## config.mk

```make
export PLATFORM = sky130hd
export DESIGN_NAME = lfu_keyed_entry_cache_unit
export DESIGN_NICKNAME = d
export VERILOG_FILES = /design/src/design/lkec_pkg.sv /design/src/design/lkec_front.sv /design/src/design/lkec_back.sv /design/src/design/lfu_keyed_entry_cache_unit.sv
export SDC_FILE = /design/constraint.sdc
export NUM_CORES = 1
export LEC_CHECK = 0
export BUFFER_PORTS_ARGS = -buffer_cell sky130_fd_sc_hd__buf_2
export CAP_MARGIN = 20
export CORE_UTILIZATION = 30
export DETAILED_ROUTE_END_ITERATION = 12
export HOLD_SLACK_MARGIN = 0.15
export PLACE_DENSITY_LB_ADDON = 0.3
export SETUP_SLACK_MARGIN = 0.2
export SYNTH_ARGS = -nofsm -noshare
export SYNTH_HDL_FRONTEND = slang
export SYNTH_HIERARCHICAL = 1
export SYNTH_SLANG_ARGS = --single-unit
```

## constraint.sdc

```tcl
create_clock -name clk -period 6.2 [get_ports clk]
set_input_delay 0.31 -clock clk [delete_from_list [all_inputs] [get_ports clk]]
set_output_delay 0.31 -clock clk [all_outputs]
set_load 0.02 [all_outputs]
```

## src/design/lkec_pkg.sv

```systemverilog
`default_nettype none
package lkec_pkg;

	localparam int unsigned ENTRIES_DEF    = 8;
	localparam int unsigned COUNT_BITS_DEF = 16;
	localparam int unsigned KEY_W          = 48;
	localparam int unsigned IDX_OUT_W      = 3;
	localparam int unsigned CNT_OUT_W      = 16;
	localparam int unsigned QUEUE_DEPTH    = 2;

	typedef struct packed {
		logic [15:0] key_x;
		logic [15:0] key_y;
		logic [15:0] key_z;
	} req_t;

	typedef struct packed {
		logic                 hit;
		logic [IDX_OUT_W-1:0] entry_index;
		logic [CNT_OUT_W-1:0] use_count;
	} rsp_t;

	typedef enum logic [2:0] {
		ST_IDLE = 3'b001,
		ST_SCAN = 3'b010,
		ST_UPD  = 3'b100
	} back_state_t;

endpackage
`default_nettype wire

```

## src/design/lkec_front.sv

```systemverilog
`default_nettype none
module lkec_front (
	input  wire logic          clk,
	input  wire logic          arst_n,
	input  wire logic          req_valid,
	output logic               req_ready,
	input  wire lkec_pkg::req_t req,
	output logic               head_valid,
	output lkec_pkg::req_t     head,
	input  wire logic          head_pop
);

	localparam int unsigned DEPTH = lkec_pkg::QUEUE_DEPTH;
	localparam int unsigned PTR_W = (DEPTH > 1) ? $clog2(DEPTH) : 1;
	localparam int unsigned FILL_W = $clog2(DEPTH + 1);

	lkec_pkg::req_t    slot_q [DEPTH];
	logic [PTR_W-1:0]  wr_ptr_q;
	logic [PTR_W-1:0]  rd_ptr_q;
	logic [FILL_W-1:0] fill_q;
	logic              push;
	logic              pop;

	assign req_ready  = (fill_q != FILL_W'(DEPTH));
	assign head_valid = (fill_q != '0);
	assign head       = slot_q[rd_ptr_q];
	assign push       = req_valid && req_ready;
	assign pop        = head_pop && head_valid;

	always_ff @(posedge clk) begin
		if (push) begin
			slot_q[wr_ptr_q] <= req;
		end
	end

	always_ff @(posedge clk or negedge arst_n) begin
		if (!arst_n) begin
			wr_ptr_q <= '0;
			rd_ptr_q <= '0;
			fill_q   <= '0;
		end else begin
			if (push) begin
				wr_ptr_q <= (wr_ptr_q == PTR_W'(DEPTH - 1)) ? '0 : wr_ptr_q + PTR_W'(1);
			end
			if (pop) begin
				rd_ptr_q <= (rd_ptr_q == PTR_W'(DEPTH - 1)) ? '0 : rd_ptr_q + PTR_W'(1);
			end
			if (push && !pop) begin
				fill_q <= fill_q + FILL_W'(1);
			end else if (pop && !push) begin
				fill_q <= fill_q - FILL_W'(1);
			end
		end
	end

endmodule
`default_nettype wire

```

## src/design/lkec_back.sv

```systemverilog
`default_nettype none
module lkec_back #(
	parameter int unsigned ENTRIES    = lkec_pkg::ENTRIES_DEF,
	parameter int unsigned COUNT_BITS = lkec_pkg::COUNT_BITS_DEF
) (
	input  wire logic           clk,
	input  wire logic           arst_n,
	input  wire logic           head_valid,
	input  wire lkec_pkg::req_t head,
	output logic                head_pop,
	output logic                rsp_valid,
	input  wire logic           rsp_ready,
	output lkec_pkg::rsp_t      rsp
);

	localparam int unsigned IDX_W = (ENTRIES > 1) ? $clog2(ENTRIES) : 1;
	localparam int unsigned CTR_W = $clog2(ENTRIES + 1);
	localparam int unsigned KEY_W = lkec_pkg::KEY_W;

	// entry storage
	logic [KEY_W-1:0]      key_mem [ENTRIES];
	logic [COUNT_BITS-1:0] cnt_mem [ENTRIES];
	logic [ENTRIES-1:0]    valid_q;

	lkec_pkg::back_state_t state_q;
	logic [KEY_W-1:0]      key_q;
	logic [CTR_W-1:0]      rd_idx_q;
	logic                  cmp_vld_s1;
	logic [IDX_W-1:0]      cmp_idx_s1;
	logic [KEY_W-1:0]      key_rd_s1;
	logic [COUNT_BITS-1:0] cnt_rd_s1;
	logic [IDX_W-1:0]      best_idx_q;
	logic [COUNT_BITS-1:0] best_cnt_q;
	logic                  hit_q;
	logic [IDX_W-1:0]      sel_idx_q;
	logic [COUNT_BITS-1:0] sel_cnt_q;
	logic                  rsp_valid_q;
	lkec_pkg::rsp_t        rsp_q;

	logic                  start;
	logic                  rd_en;
	logic [IDX_W-1:0]      rd_addr;
	logic                  ent_valid;
	logic                  match;
	logic [COUNT_BITS-1:0] eff_cnt;
	logic                  take;
	logic                  last;
	logic [IDX_W-1:0]      vic_idx;
	logic                  out_free;
	logic                  commit;
	logic [COUNT_BITS-1:0] upd_cnt;

	assign start    = (state_q == lkec_pkg::ST_IDLE) && head_valid;
	assign head_pop = start;
	assign rd_addr  = (state_q == lkec_pkg::ST_IDLE) ? '0 : rd_idx_q[IDX_W-1:0];
	assign rd_en    = start
		|| ((state_q == lkec_pkg::ST_SCAN) && (rd_idx_q < CTR_W'(ENTRIES)));

	// compare stage: entry cmp_idx_s1 against the request key
	assign ent_valid = valid_q[cmp_idx_s1];
	assign match     = ent_valid && (key_rd_s1 == key_q);
	assign eff_cnt   = ent_valid ? cnt_rd_s1 : '0;
	assign take      = (cmp_idx_s1 == '0) || (eff_cnt < best_cnt_q);
	assign last      = (cmp_idx_s1 == IDX_W'(ENTRIES - 1));
	assign vic_idx   = take ? cmp_idx_s1 : best_idx_q;

	assign out_free = !rsp_valid_q || rsp_ready;
	assign commit   = (state_q == lkec_pkg::ST_UPD) && out_free;
	assign upd_cnt  = hit_q ? ((sel_cnt_q == '1) ? sel_cnt_q : sel_cnt_q + COUNT_BITS'(1))
	                        : COUNT_BITS'(1);

	assign rsp_valid = rsp_valid_q;
	assign rsp       = rsp_q;

	always_ff @(posedge clk) begin
		if (rd_en) begin
			key_rd_s1 <= key_mem[rd_addr];
			cnt_rd_s1 <= cnt_mem[rd_addr];
		end
		if (commit) begin
			cnt_mem[sel_idx_q] <= upd_cnt;
			if (!hit_q) begin
				key_mem[sel_idx_q] <= key_q;
			end
		end
	end

	always_ff @(posedge clk) begin
		cmp_idx_s1 <= rd_addr;
		if (start) begin
			key_q <= head;
		end
		if ((state_q == lkec_pkg::ST_SCAN) && cmp_vld_s1) begin
			if (match) begin
				sel_idx_q <= cmp_idx_s1;
				sel_cnt_q <= cnt_rd_s1;
			end else begin
				if (take) begin
					best_idx_q <= cmp_idx_s1;
					best_cnt_q <= eff_cnt;
				end
				if (last) begin
					sel_idx_q <= vic_idx;
					sel_cnt_q <= '0;
				end
			end
		end
		if (commit) begin
			rsp_q.hit         <= hit_q;
			rsp_q.entry_index <= lkec_pkg::IDX_OUT_W'(sel_idx_q);
			rsp_q.use_count   <= lkec_pkg::CNT_OUT_W'(upd_cnt);
		end
	end

	always_ff @(posedge clk or negedge arst_n) begin
		if (!arst_n) begin
			state_q     <= lkec_pkg::ST_IDLE;
			rd_idx_q    <= '0;
			cmp_vld_s1  <= 1'b0;
			hit_q       <= 1'b0;
			valid_q     <= '0;
			rsp_valid_q <= 1'b0;
		end else begin
			cmp_vld_s1 <= rd_en;
			if (commit) begin
				rsp_valid_q <= 1'b1;
			end else if (rsp_ready) begin
				rsp_valid_q <= 1'b0;
			end
			unique case (state_q)
				lkec_pkg::ST_IDLE: begin
					if (start) begin
						rd_idx_q <= CTR_W'(1);
						state_q  <= lkec_pkg::ST_SCAN;
					end
				end
				lkec_pkg::ST_SCAN: begin
					if (rd_en) begin
						rd_idx_q <= rd_idx_q + CTR_W'(1);
					end
					if (cmp_vld_s1) begin
						if (match) begin
							hit_q   <= 1'b1;
							state_q <= lkec_pkg::ST_UPD;
						end else if (last) begin
							hit_q   <= 1'b0;
							state_q <= lkec_pkg::ST_UPD;
						end
					end
				end
				lkec_pkg::ST_UPD: begin
					// hold until the output register can take the word
					if (commit) begin
						valid_q[sel_idx_q] <= 1'b1;
						state_q            <= lkec_pkg::ST_IDLE;
					end
				end
				default: begin
					state_q <= lkec_pkg::ST_IDLE;
				end
			endcase
		end
	end

endmodule
`default_nettype wire

```

## src/design/lfu_keyed_entry_cache_unit.sv

```systemverilog
`default_nettype none
// LFU keyed entry cache. Each request word carries a 48-bit key (key_x, key_y,
// key_z) and returns one response word: hit, the index of the hit or newly
// filled entry, and that entry's use counter after the access. A hit on a
// valid entry raises its counter by one, saturating at all ones; a miss
// replaces the lowest-indexed entry with the smallest counter (invalid entries
// count as zero) and sets its counter to one. Requests land in a two-word
// input queue; the lookup engine then reads the key and counter memories one
// entry per cycle, stopping at the first hit or after the last entry. The
// result sits in an output register, so the queue keeps accepting until its
// two words are full while a response waits. entry_index carries the low 3
// bits of the index and use_count the low 16 bits of the counter. All entries
// are invalid after reset; no clearing pass is needed.
module lfu_keyed_entry_cache_unit #(
	parameter int unsigned ENTRIES    = lkec_pkg::ENTRIES_DEF,
	parameter int unsigned COUNT_BITS = lkec_pkg::COUNT_BITS_DEF
) (
	input  wire logic           clk,
	input  wire logic           arst_n,
	input  wire logic           req_valid,
	output logic                req_ready,
	input  wire lkec_pkg::req_t req,
	output logic                rsp_valid,
	input  wire logic           rsp_ready,
	output lkec_pkg::rsp_t      rsp
);

	logic           head_valid;
	lkec_pkg::req_t head;
	logic           head_pop;

	lkec_front u_front (
		.clk        (clk),
		.arst_n     (arst_n),
		.req_valid  (req_valid),
		.req_ready  (req_ready),
		.req        (req),
		.head_valid (head_valid),
		.head       (head),
		.head_pop   (head_pop)
	);

	lkec_back #(
		.ENTRIES    (ENTRIES),
		.COUNT_BITS (COUNT_BITS)
	) u_back (
		.clk        (clk),
		.arst_n     (arst_n),
		.head_valid (head_valid),
		.head       (head),
		.head_pop   (head_pop),
		.rsp_valid  (rsp_valid),
		.rsp_ready  (rsp_ready),
		.rsp        (rsp)
	);

endmodule
`default_nettype wire
```

==> flow_metrics.env, run 1 <==
export IMPL_syn_cell_area_mm2=0.03123
export IMPL_cp_start_kind="flop"
export IMPL_die_w_um=324.6
export IMPL_max_slew_worst_pin_slew_ns=1.186
export IMPL_synth_net_count=2054
export IMPL_drt_iter0_markers=1244
export IMPL_grt_max_degree=189
export IMPL_design_area_mm2=0.03625
export IMPL_n_antenna_cell=0
export IMPL_pre_cts_ws_ns=1.951
export IMPL_endpoint_kind="flop"
export IMPL_cts_sinks=803
export IMPL_drive_gt1_frac=0.1967
export IMPL_rsz0062_at_grt="no"
export IMPL_highest_layer="met4"
export IMPL_fill_cells=9682
export IMPL_path_buf_inv=0
export IMPL_fin_skew_ns=0.02705
export IMPL_min_period_ns=4.267
export IMPL_dr_wl_met3_mm=2.997
export IMPL_core_area_mm2=0.1025
export IMPL_yosysTopAreaCell="edfxtp_1"
export IMPL_synth_commonest_cells="edfxtp_1 (778), nand2_1 (280), nand3_1 (198), mux2_2 (102), a21oi_1 (80)"
export IMPL_htreeDepth=3
export IMPL_grt_pass1_wl_mm=109.8
export IMPL_place_area_mm2=0.03324
export IMPL_clockRootBuffer="clkbuf_16"
export IMPL_dr_wl_met2_mm=36.20
export IMPL_period_share=0.6883
export IMPL_track_usage=0.1378
export IMPL_grt_remaining_overflow=0
export IMPL_timing_final_ws_setup_ns=1.933
export IMPL_fmax_mhz=234.3
export IMPL_vias=17110
export IMPL_drv_slew=0
export IMPL_p_leak_nw=11.95
export IMPL_slowest_stage="o21a_1"
export IMPL_nets=2188
export IMPL_grt_pass1_vias=17570
export IMPL_port_buffers=73
export IMPL_critical_path_top_delay_family="compound AO/OA/AOI/OAI gates"
export IMPL_power_density_mw_per_mm2=428.1
export IMPL_finalHoldViolCount=0
export IMPL_yosys_cell_count_top_type="edfxtp_1"
export IMPL_dpl_hpwl_mm=37.61
export IMPL_vias_per_cell=4.826
export IMPL_clkSlewWorstSetupHoldPaths_ns=0.06
export IMPL_ir_worst_vdd_v=0.0002611
export IMPL_ys_flop_type="edfxtp_1"
export IMPL_ios=74
export IMPL_syn_inst=1984
export IMPL_slew_headroom=0.2094
export IMPL_crit_required_ns=6.47
export IMPL_setup_viol=0
export IMPL_cts_buffers=82
export IMPL_yosys_area_top_type_share=0.7481
export IMPL_path_cells="mux4_2, mux2_4, and2_1, ha_1, a21o_1, a21oi_1, a21oi_1, a2111oi_4, and2_1, o21a_1"
export IMPL_gp_congestion=0.7468
export IMPL_design_die_area_mm2=0.1054
export IMPL_async_flop_share=0.02740
export IMPL_ff2ff_setup_slack_ns=1.93
export IMPL_synth_edf_count=778
export IMPL_ys_types=55
export IMPL_cts_setup_buffers=0
export IMPL_clk_latency_ns=0.65
export IMPL_wl_per_cell_um=20.63
export IMPL_worst_path_max_fanout=17
export IMPL_avgSynthCellArea_um2=15.74
export IMPL_detail_route_first_pass_iterations=5
export IMPL_critPathKind="flop to flop"
export IMPL_synth_area_leaders="edfxtp_1 (75%), mux2_2 (3.7%), nand2_1 (3.4%), nand3_1 (3.2%), o221a_2 (2.3%)"
export IMPL_antenna_found_initial=3
export IMPL_cts_tree="done"
export IMPL_whs_ns=0.2485
export IMPL_yosys_register_bits=803
export IMPL_outcome="finished clean"
export IMPL_cts_buffer_depth=3
export IMPL_totalNegativeSetupSlack_ns=0
export IMPL_drv_cap=0
export IMPL_arrival_ns=4.54
export IMPL_max_stage_delay_ns=0.66
export IMPL_ys_seq_area_frac=0.7677
export IMPL_start_util=0.3048
export IMPL_drt_wl_total_mm=73.12
export IMPL_num_rows=117
export IMPL_ant_nets=0
export IMPL_synthToLayoutAreaGrowth_pct=16.08
export IMPL_synth_warnings=6
export IMPL_holdCritPathClass="input port to asynchronous set/reset pin"
export IMPL_drc=0
export IMPL_wl_met1_mm=32.25
export IMPL_fp_dieH_um=324.6
layout make-up:
type | count | area, um2 | area share
clock buffer | 110 | 2178 | 0.06009
clock inverter | 32 | 316.6 | 0.008732
inverter | 27 | 111.4 | 0.003072
multi-input combinational | 1050 | 6843 | 0.1888
sequential | 803 | 23980 | 0.6615
tap | 1368 | 1712 | 0.04721
timing repair buffer | 154 | 1111 | 0.03065
path summary, 6_finish.rpt:
path,from,endpoint,cells past startpoint
setup / recovery,u_back/cmp_idx_s1[0],u_back/best_cnt_q[5],10
hold / removal,arst_n,u_back/hit_q,2
setup reg to reg,u_back/cmp_idx_s1[0],u_back/best_cnt_q[5],10
hold reg to reg,u_back/valid_q[6],u_back/valid_q[6],1
min in group clk,req[19],u_front/slot_q[0][19],2
max in group asynchronous,arst_n,u_back/rd_idx_q[0],2
worst reg2reg max path: cells and delay by family, from the launching register on:
| family | cells | cell delay [ns] |
|---|---|---|
| flip-flops | 1 | 0.53 |
| AND/OR/NAND/NOR | 2 | 0.50 |
| adder cells (fa/ha/maj) | 1 | 0.32 |
| AO/OA/AOI/OAI | 5 | 1.61 |
| multiplexers | 2 | 0.93 |
per-stage QoR:
step                      utilization  power [mW]  cells
after floorplan                     -       9.734   1984
after global placement         0.3244       10.97   3350
after detailed placement       0.3244       11.04   3350
after CTS                      0.3537       15.74   3543
after global routing           0.3538       16.23   3544
final                          0.3538       15.52   3544
report_power, final:
| part | total (mW) | internal, mW | switching [mW] | leakage, nW |
|---|---|---|---|---|
| Combinational | 3.16 | 1.10 | 2.05 | 3.69 |
| Clock | 4.63 | 2.61 | 2.03 | 1.21 |
| Sequential | 7.73 | 7.15 | 0.586 | 7.06 |
routing by layer:
layer / up-vias / global-route usage
met3: 106 / 0.02058
li1: 7788 / -
met1: 8835 / 0.1807
met2: 376 / 0.2351
met5: - / 0
met4: 0 / 0.04102
logic make-up (layout without fill, tap and decap cells):
logic type,Yosys count,count (layout),synth area share
simple gates,617,617,0.09147
mux,120,120,0.04559
compound gates,230,230,0.05216
buf+inv,131,323,0.01767
xor+xnor,65,65,0.01823
fa+ha+maj,18,18,0.007212
flops,803,803,0.7677
registers in the layout, indices dropped and copies added, names as in the netlist:
name / flops
u_back/key_mem: 384
u_back/cnt_mem: 128
u_front/slot_q: 96
u_back/key_q: 48
u_back/key_rd_s1: 48
u_back/rsp: 20
u_back/best_cnt_q: 16
u_back/cnt_rd_s1: 16
u_back/sel_cnt_q: 16
u_back/valid_q: 8
u_back/rd_idx_q: 4
u_back/best_idx_q: 3
u_back/cmp_idx_s1: 3
u_back/sel_idx_q: 3
u_back/state_q: 3
u_front/fill_q: 2
u_back/cmp_vld_s1: 1
u_back/hit_q: 1
u_back/rsp_valid: 1
u_front/rd_ptr_q: 1
u_front/wr_ptr_q: 1
cells in the final DEF (no fill, tap or decap), types with 18 or more instances in the layout:
master and n:
o21ai_0 68, nand4_1 19, ha_1 18, clkbuf_1 27, dfrtp_1 18, and2_1 35, xnor2_1 57, clkbuf_16 83
dlygate4sd3_1 51, mux2_2 102, a21oi_1 80, nand2_1 277, inv_1 23, edfxtp_1 778, nor2_1 27, buf_2 73
nand3_1 198, buf_4 28, o221a_2 64
repair_timing:
| item | 4_1_cts | 5_1_grt |
|---|---|---|
| endpoints found under the hold margin | 122 | 0 |
| endpoints found under the setup margin | 0 | 0 |
| resized for setup | 0 | 0 |
| hold buffers | 51 | 0 |
(Power assumes the default switching activity.)
==> run 2, diff against run 1 <==
Settings changed: ABC_AREA from default to 1.
Clock period 6.2 ns to 3.7 ns, I/O delays scaled along.
==> run 2 against run 1 <==
  * Routed wire length increased by 0.75%
  * Synthesized cell count increased by 11%
  * Count of clock-buffer cells in the layout decreased by 6
  * Final cell count increased by 6.6%
  * Worst setup slack got worse by 1.4 ns
  * Power increased by 79%
  * Die area decreased by 0.37%
  * Global-route usage increased by 0.14 points
  * First-iteration DRC count increased by 12%
  * Non-clock buffer count increased by 13
  * Final area increased by 0.51%
  * Combinational power increased by 140%
  * Critical endpoint is now u_back/sel_cnt_q[12]
  * Largest power group unchanged
==> flow_metrics.env, run 2 <==
export IMPL_ys_types=39
export IMPL_total_power_mw=27.71
export IMPL_regArea_mm2=0.02398
export IMPL_critPathKind="flop to flop"
export IMPL_ir_worst_vdd_v=0.0008055
export IMPL_core_area_mm2=0.1023
export IMPL_endpoint_kind="flop"
export IMPL_layout_commonest_cell="edfxtp_1"
export IMPL_cts_sinks=803
export IMPL_place_area_mm2=0.03318
export IMPL_cts_buffer_depth=3
export IMPL_min_period_ns=3.205
export IMPL_yosys_register_bits=803
export IMPL_synth_commonest_cells="edfxtp_1 (778), nand2_1 (483), nand3_1 (160), o221ai_1 (129), inv_1 (107)"
export IMPL_clkSlewWorstSetupHoldPaths_ns=0.06
export IMPL_worstSetupEndpoint="u_back/sel_cnt_q[12]"
export IMPL_fmax_mhz=312.0
export IMPL_period_share=0.8663
export IMPL_syn_inst=2201
export IMPL_ios=74
export IMPL_slew_headroom=0.2732
export IMPL_drt_iter0_markers=1391
export IMPL_holdCritPathClass="input port to flop"
export IMPL_drv_slew=0
export IMPL_yosysTopAreaCell="edfxtp_1"
export IMPL_worst_path_max_fanout=19
export IMPL_p_leak_nw=12.53
export IMPL_setup_viol=0
export IMPL_drive_gt1_frac=0.1191
export IMPL_hp_start="req[35]"
export IMPL_ys_seq_area_frac=0.7705
export IMPL_syn_cell_area_mm2=0.03111
export IMPL_gp_congestion=0.8051
export IMPL_synth_edf_count=778
export IMPL_synth_net_count=2271
export IMPL_ys_flop_type="edfxtp_1"
export IMPL_port_buffers=73
export IMPL_drv_cap=0
export IMPL_r2r_end="u_back/sel_cnt_q[12]"
export IMPL_grt_max_degree=171
export IMPL_design_die_area_mm2=0.1050
export IMPL_fin_skew_ns=0.05573
export IMPL_finalHoldViolCount=0
export IMPL_cp_start_kind="flop"
export IMPL_avgSynthCellArea_um2=14.14
export IMPL_rr_worst_depth=8
export IMPL_crit_start="u_back/key_q[10]"
export IMPL_drt_wl_total_mm=73.67
export IMPL_totalNegativeSetupSlack_ns=0
export IMPL_whs_ns=0.2433
export IMPL_max_slew_worst_pin_slew_ns=1.086
export IMPL_dr_wl_met3_mm=3.854
export IMPL_synth_warnings=6
export IMPL_clk_latency_ns=0.67
export IMPL_cts_tree="done"
export IMPL_design_area_mm2=0.03644
export IMPL_placed_cells=3568
export IMPL_wl_per_cell_um=19.50
export IMPL_min_path_cells=2
export IMPL_multi_input_area_mm2=0.006264
export IMPL_yosys_area_top_type_share=0.7509
export IMPL_track_usage=0.1393
export IMPL_detail_route_first_pass_iterations=5
export IMPL_power_density_mw_per_mm2=760.4
export IMPL_cts_setup_buffers=0
export IMPL_synthToLayoutAreaGrowth_pct=17.12
export IMPL_ff2ff_setup_slack_ns=0.49
export IMPL_vias=18180
export IMPL_wl_met1_mm=32.65
export IMPL_final_cells=3777
export IMPL_yosys_cell_count_top_type="edfxtp_1"
export IMPL_ant_nets=0
export IMPL_antenna_found_initial=0
export IMPL_dr_wl_met2_mm=35.71
export IMPL_n_antenna_cell=0
export IMPL_regMostFlops="u_back/key_mem"
export IMPL_crit_required_ns=3.98
export IMPL_die_w_um=324.0
export IMPL_num_rows=117
export IMPL_largest_reg_flops=384
export IMPL_grt_remaining_overflow=0
export IMPL_cts_buffers=84
export IMPL_fp_dieH_um=324.0
export IMPL_top_regs="u_back/key_mem (384), u_back/cnt_mem (128), u_front/slot_q (96)"
export IMPL_drc=0
export IMPL_clockRootBuffer="clkbuf_16"
export IMPL_grt_pass1_wl_mm=110.3
export IMPL_grt_pass1_vias=18320
export IMPL_vias_per_cell=4.814
export IMPL_rsz0062_at_grt="no"
export IMPL_outcome="finished clean"
export IMPL_rr_startpoint="u_back/key_q[10]"
export IMPL_layout_common_cells="edfxtp_1 (778), nand2_1 (482), nand3_1 (160), o221ai_1 (129), inv_1 (106)"
export IMPL_async_flop_share=0.02740
export IMPL_nets=2410
export IMPL_dpl_hpwl_mm=39.75
export IMPL_start_util=0.3041
export IMPL_fill_cells=9697
export IMPL_highest_layer="met4"
export IMPL_htreeDepth=3
export IMPL_synth_area_leaders="edfxtp_1 (75%), nand2_1 (5.8%), o221ai_1 (3.6%), nand3_1 (2.6%), dfrtp_1 (1.7%)"
export IMPL_arrival_ns=3.48
-- run 2: kinds of logic (layout without fill, tap and decap cells) --
| kind of cell | count (synthesis) | after routing | synth area share |
|---|---|---|---|
| and+or+nand+nor | 805 | 805 | 0.1114 |
| DFF | 803 | 803 | 0.7705 |
| AOI/OAI and AO/OA | 294 | 294 | 0.06611 |
| buffers and inverters | 234 | 442 | 0.03153 |
| xor gates and xnor gates | 47 | 47 | 0.01323 |
| adders and majority gates | 18 | 18 | 0.007239 |
-- run 2: through the flow --
| step | util | setup WS (ns) |
|---|---|---|
| after floorplan | - | -0.2998 |
| after global placement | 0.3243 | 0.4792 |
| after detailed placement | 0.3243 | 0.4001 |
| after CTS | 0.3560 | 0.3462 |
| after global routing | 0.3561 | 0.2257 |
| final | 0.3561 | 0.4946 |
-- run 2: how the worst min path moves through the flow --
stage / slack [ns] / to
6_report: 0.24 / u_front/slot_q[0][35]
5_1_grt: 0.22 / u_front/slot_q[0][35]
4_1_cts: 0.20 / u_front/slot_q[1][14]
3_5_place_dp: 0.23 / u_front/wr_ptr_q
3_3_place_gp: 0.22 / u_front/wr_ptr_q
2_1_floorplan: -0.11 / u_back/cmp_vld_s1
-- run 2: layout make-up --
class / instances / share of cell area
sequential: 803 / 0.6580
multi-input combinational: 1164 / 0.1719
clock buffer: 104 / 0.05975
tap: 1368 / 0.04697
timing repair buffer: 167 / 0.03605
clock inverter: 51 / 0.01449
inverter: 120 / 0.01288
-- run 2: worst max-delay path, stage by stage, from the launching register on --
cell and delay (ns):
edfxtp_1 0.50, xor2_1 0.23, nor2_1 0.30, nand4_1 0.14
nor4_1 0.66, nand3_1 0.39, nand2_1 0.14, nand2_1 0.12
clkinvlp_4 0.35
-- run 2: metal layers --
| metal | vias up | global-route usage |
|---|---|---|
| met2 | 512 | 0.2347 |
| met5 | - | 0 |
| met3 | 109 | 0.02360 |
| met4 | 0 | 0.04025 |
| li1 | 8432 | - |
| met1 | 9131 | 0.1837 |
-- run 2: where the power goes --
part	total [mW]	switching, mW	internal (mW)
Clock	8.14	3.49	4.65
Combinational	7.44	5.31	2.12
Sequential	12.1	0.515	11.6
-- run 2: repair_timing --
item,4_1_cts,5_1_grt
hold endpoints to repair,123,0
resized for setup,0,1
hold buffers,53,0
setup endpoints to repair,0,19
==> run 3, diff against run 2 <==
Settings changed: CORE_UTILIZATION 30 to 50, MAX_ROUTING_LAYER from default to met4.
Clock period 3.7 ns to 2.6 ns, I/O delays scaled along.
==> run 3 against run 2 <==
  * Fmax grew 26%
  * Global-route usage grew 9.7 points
  * Worst hold slack lost 0.026 ns
  * Clock skew shrank 0.034 ns
  * Largest cell class unchanged
  * Sequential power grew 42%
  * Utilization grew 25 points
  * Critical endpoint is now u_back/best_cnt_q[13]
  * Die area shrank 40%
  * Routed wire length shrank 2.6%
  * Via count grew 3.0%
  * Largest power group unchanged
  * Final area grew 1.8%
==> flow_metrics.env, run 3 (same netlist as run 2, synthesis figures left out) <==
export IMPL_final_cells=3334
export IMPL_worst_path_max_fanout=8
export IMPL_critical_path_top_delay_family="simple AND/OR/NAND/NOR gates"
export IMPL_grt_pass1_vias=18810
export IMPL_p_leak_nw=13.08
export IMPL_endpoint_kind="flop"
export IMPL_design_die_area_mm2=0.06323
export IMPL_grt_max_degree=174
export IMPL_antenna_found_initial=0
export IMPL_fin_skew_ns=0.02193
export IMPL_placed_cells=3077
export IMPL_drt_iter0_markers=1569
export IMPL_critPathKind="flop to flop"
export IMPL_pre_cts_ws_ns=-0.05297
export IMPL_post_route_util=0.6023
export IMPL_fmax_mhz=391.6
export IMPL_timing_final_ws_setup_ns=0.04659
export IMPL_layout_commonest_cell="edfxtp_1"
export IMPL_ir_worst_vdd_v=0.001363
export IMPL_max_slew_worst_pin_slew_ns=0.9222
export IMPL_cts_sinks=803
export IMPL_finalHoldViolCount=0
export IMPL_drv_cap=0
export IMPL_clockPowerShare=0.273
export IMPL_crit_required_ns=2.95
export IMPL_slowest_stage="dfxtp_4"
export IMPL_period_share=0.9821
export IMPL_port_buffers=73
export IMPL_clk_latency_ns=0.63
export IMPL_die_w_um=251.5
export IMPL_grt_pass1_wl_mm=109.5
export IMPL_htreeDepth=3
export IMPL_cts_tree="done"
export IMPL_setup_viol=0
export IMPL_p_seq_frac=0.423
export IMPL_layout_common_cells="edfxtp_1 (778), nand2_1 (466), nand3_1 (152), o221ai_1 (129), inv_1 (99)"
export IMPL_ant_nets=0
export IMPL_min_period_ns=2.553
export IMPL_clkSlewWorstSetupHoldPaths_ns=0.06
export IMPL_num_rows=91
export IMPL_core_area_mm2=0.06160
export IMPL_holdCritPathClass="input port to flop"
export IMPL_nets=2503
export IMPL_switchingPower_mw=13.69
export IMPL_swShare=0.3364
export IMPL_detail_route_first_pass_iterations=5
export IMPL_place_area_mm2=0.03314
export IMPL_largest_reg_flops=384
export IMPL_cts_buffers=81
export IMPL_cts_buffer_depth=3
export IMPL_n_antenna_cell=0
export IMPL_max_stage_delay_ns=0.40
export IMPL_gp_congestion=0.8945
export IMPL_fp_dieH_um=251.5
export IMPL_ios=74
export IMPL_path_buf_inv=5
export IMPL_synthToLayoutAreaGrowth_pct=19.25
export IMPL_combPwrFrac=0.304
export IMPL_cp_start_kind="flop"
export IMPL_internal_power_mw=27.02
export IMPL_regMostFlops="u_back/key_mem"
export IMPL_path_cells="inv_6, nand2_2, nand3_2, nand3_4, nand2_8, buf_12, nor2_4, ha_4, nand4_1, buf_4, o221a_4, nand2_4, a21oi_4, buf_6, buf_16"
export IMPL_top_regs="u_back/key_mem (384), u_back/cnt_mem (128), u_front/slot_q (96)"
export IMPL_track_usage=0.2359
export IMPL_rsz0062_at_grt="yes"
export IMPL_drv_slew=0
export IMPL_outcome="finished clean"
export IMPL_dpl_hpwl_mm=39.06
export IMPL_vias_per_cell=5.617
export IMPL_vias=18730
export IMPL_drt_wl_total_mm=71.73
export IMPL_grt_remaining_overflow=0
export IMPL_slew_headroom=0.3845
export IMPL_totalNegativeSetupSlack_ns=0
export IMPL_clockRootBuffer="clkbuf_16"
export IMPL_design_area_mm2=0.03710
export IMPL_wl_per_cell_um=21.52
export IMPL_start_util=0.5051
export IMPL_power_density_mw_per_mm2=1097
export IMPL_drc=0
export IMPL_arrival_ns=2.90
export IMPL_drive_gt1_frac=0.1814
run 3: layout make-up:
class                           instances  area, um2
Clock inverter                         37      340.3
Clock buffer                          110       2197
Fill cell                            4539      24490
Tap cell                              837       1047
Inverter                              120      471.7
Sequential cell                       803      23980
Timing Repair Buffer                  260       2335
Multi-Input combinational cell       1167       6730
run 3: metrics by stage:
stage	hold slack, ns	power, mW
CTS	0.1858	40.45
floorplan	-0.1656	24.73
finish	0.2176	40.71
detailed placement	0.1633	28.62
global route	0.2001	42.61
global placement	0.1592	28.26
run 3: power groups by stage:
| stage | registers, mW | clock network [mW] | logic [mW] |
|---|---|---|---|
| floorplan | 17.3 | 0 | 7.46 |
| global placement | 17.4 | 0 | 10.9 |
| detailed placement | 17.4 | 0 | 11.2 |
| CTS | 17.2 | 11.3 | 11.9 |
| global route | 17.4 | 11.8 | 13.5 |
| finish | 17.2 | 11.1 | 12.4 |
run 3: worst paths after layout:
kind                                    endpoint  slack (ns)            startpoint  cells past startpoint
min in group asynchronous      u_back/state_q[0]        0.71                arst_n                      3
min                        u_front/slot_q[0][13]        0.22               req[13]                      2
min reg2reg                    u_back/valid_q[2]        0.47     u_back/valid_q[2]                      2
max in group asynchronous      u_back/valid_q[0]        1.71                arst_n                      4
max reg2reg                u_back/best_cnt_q[13]        0.05  u_back/cmp_idx_s1[0]                     15
max                        u_back/best_cnt_q[13]        0.05  u_back/cmp_idx_s1[0]                     15
run 3: routing by layer:
metal,vias up,share of wire,global-route usage
met2,683,0.51,0.3937
li1,8626,-,-
met1,9276,0.40,0.2987
met5,-,0,-
met4,0,0.030,0.07718
met3,142,0.063,0.03384
run 3: repair_timing:
action                     CTS  global route
setup endpoints to repair   93            84
resized for setup           52            39
hold buffers                53             0
setup buffers               12            38
pin swaps                   25            24
hold endpoints to repair   123             0
gates cloned                 4             3
run 3: worst reg2reg max path: cells and delay by family (launching register included):
kind	cells	cell delay [ns]
AO/OA/AOI/OAI	2	0.38
flip-flops	1	0.40
buffers and inverters	5	0.58
AND/OR/NAND/NOR	7	0.68
adder cells (fa/ha/maj)	1	0.22
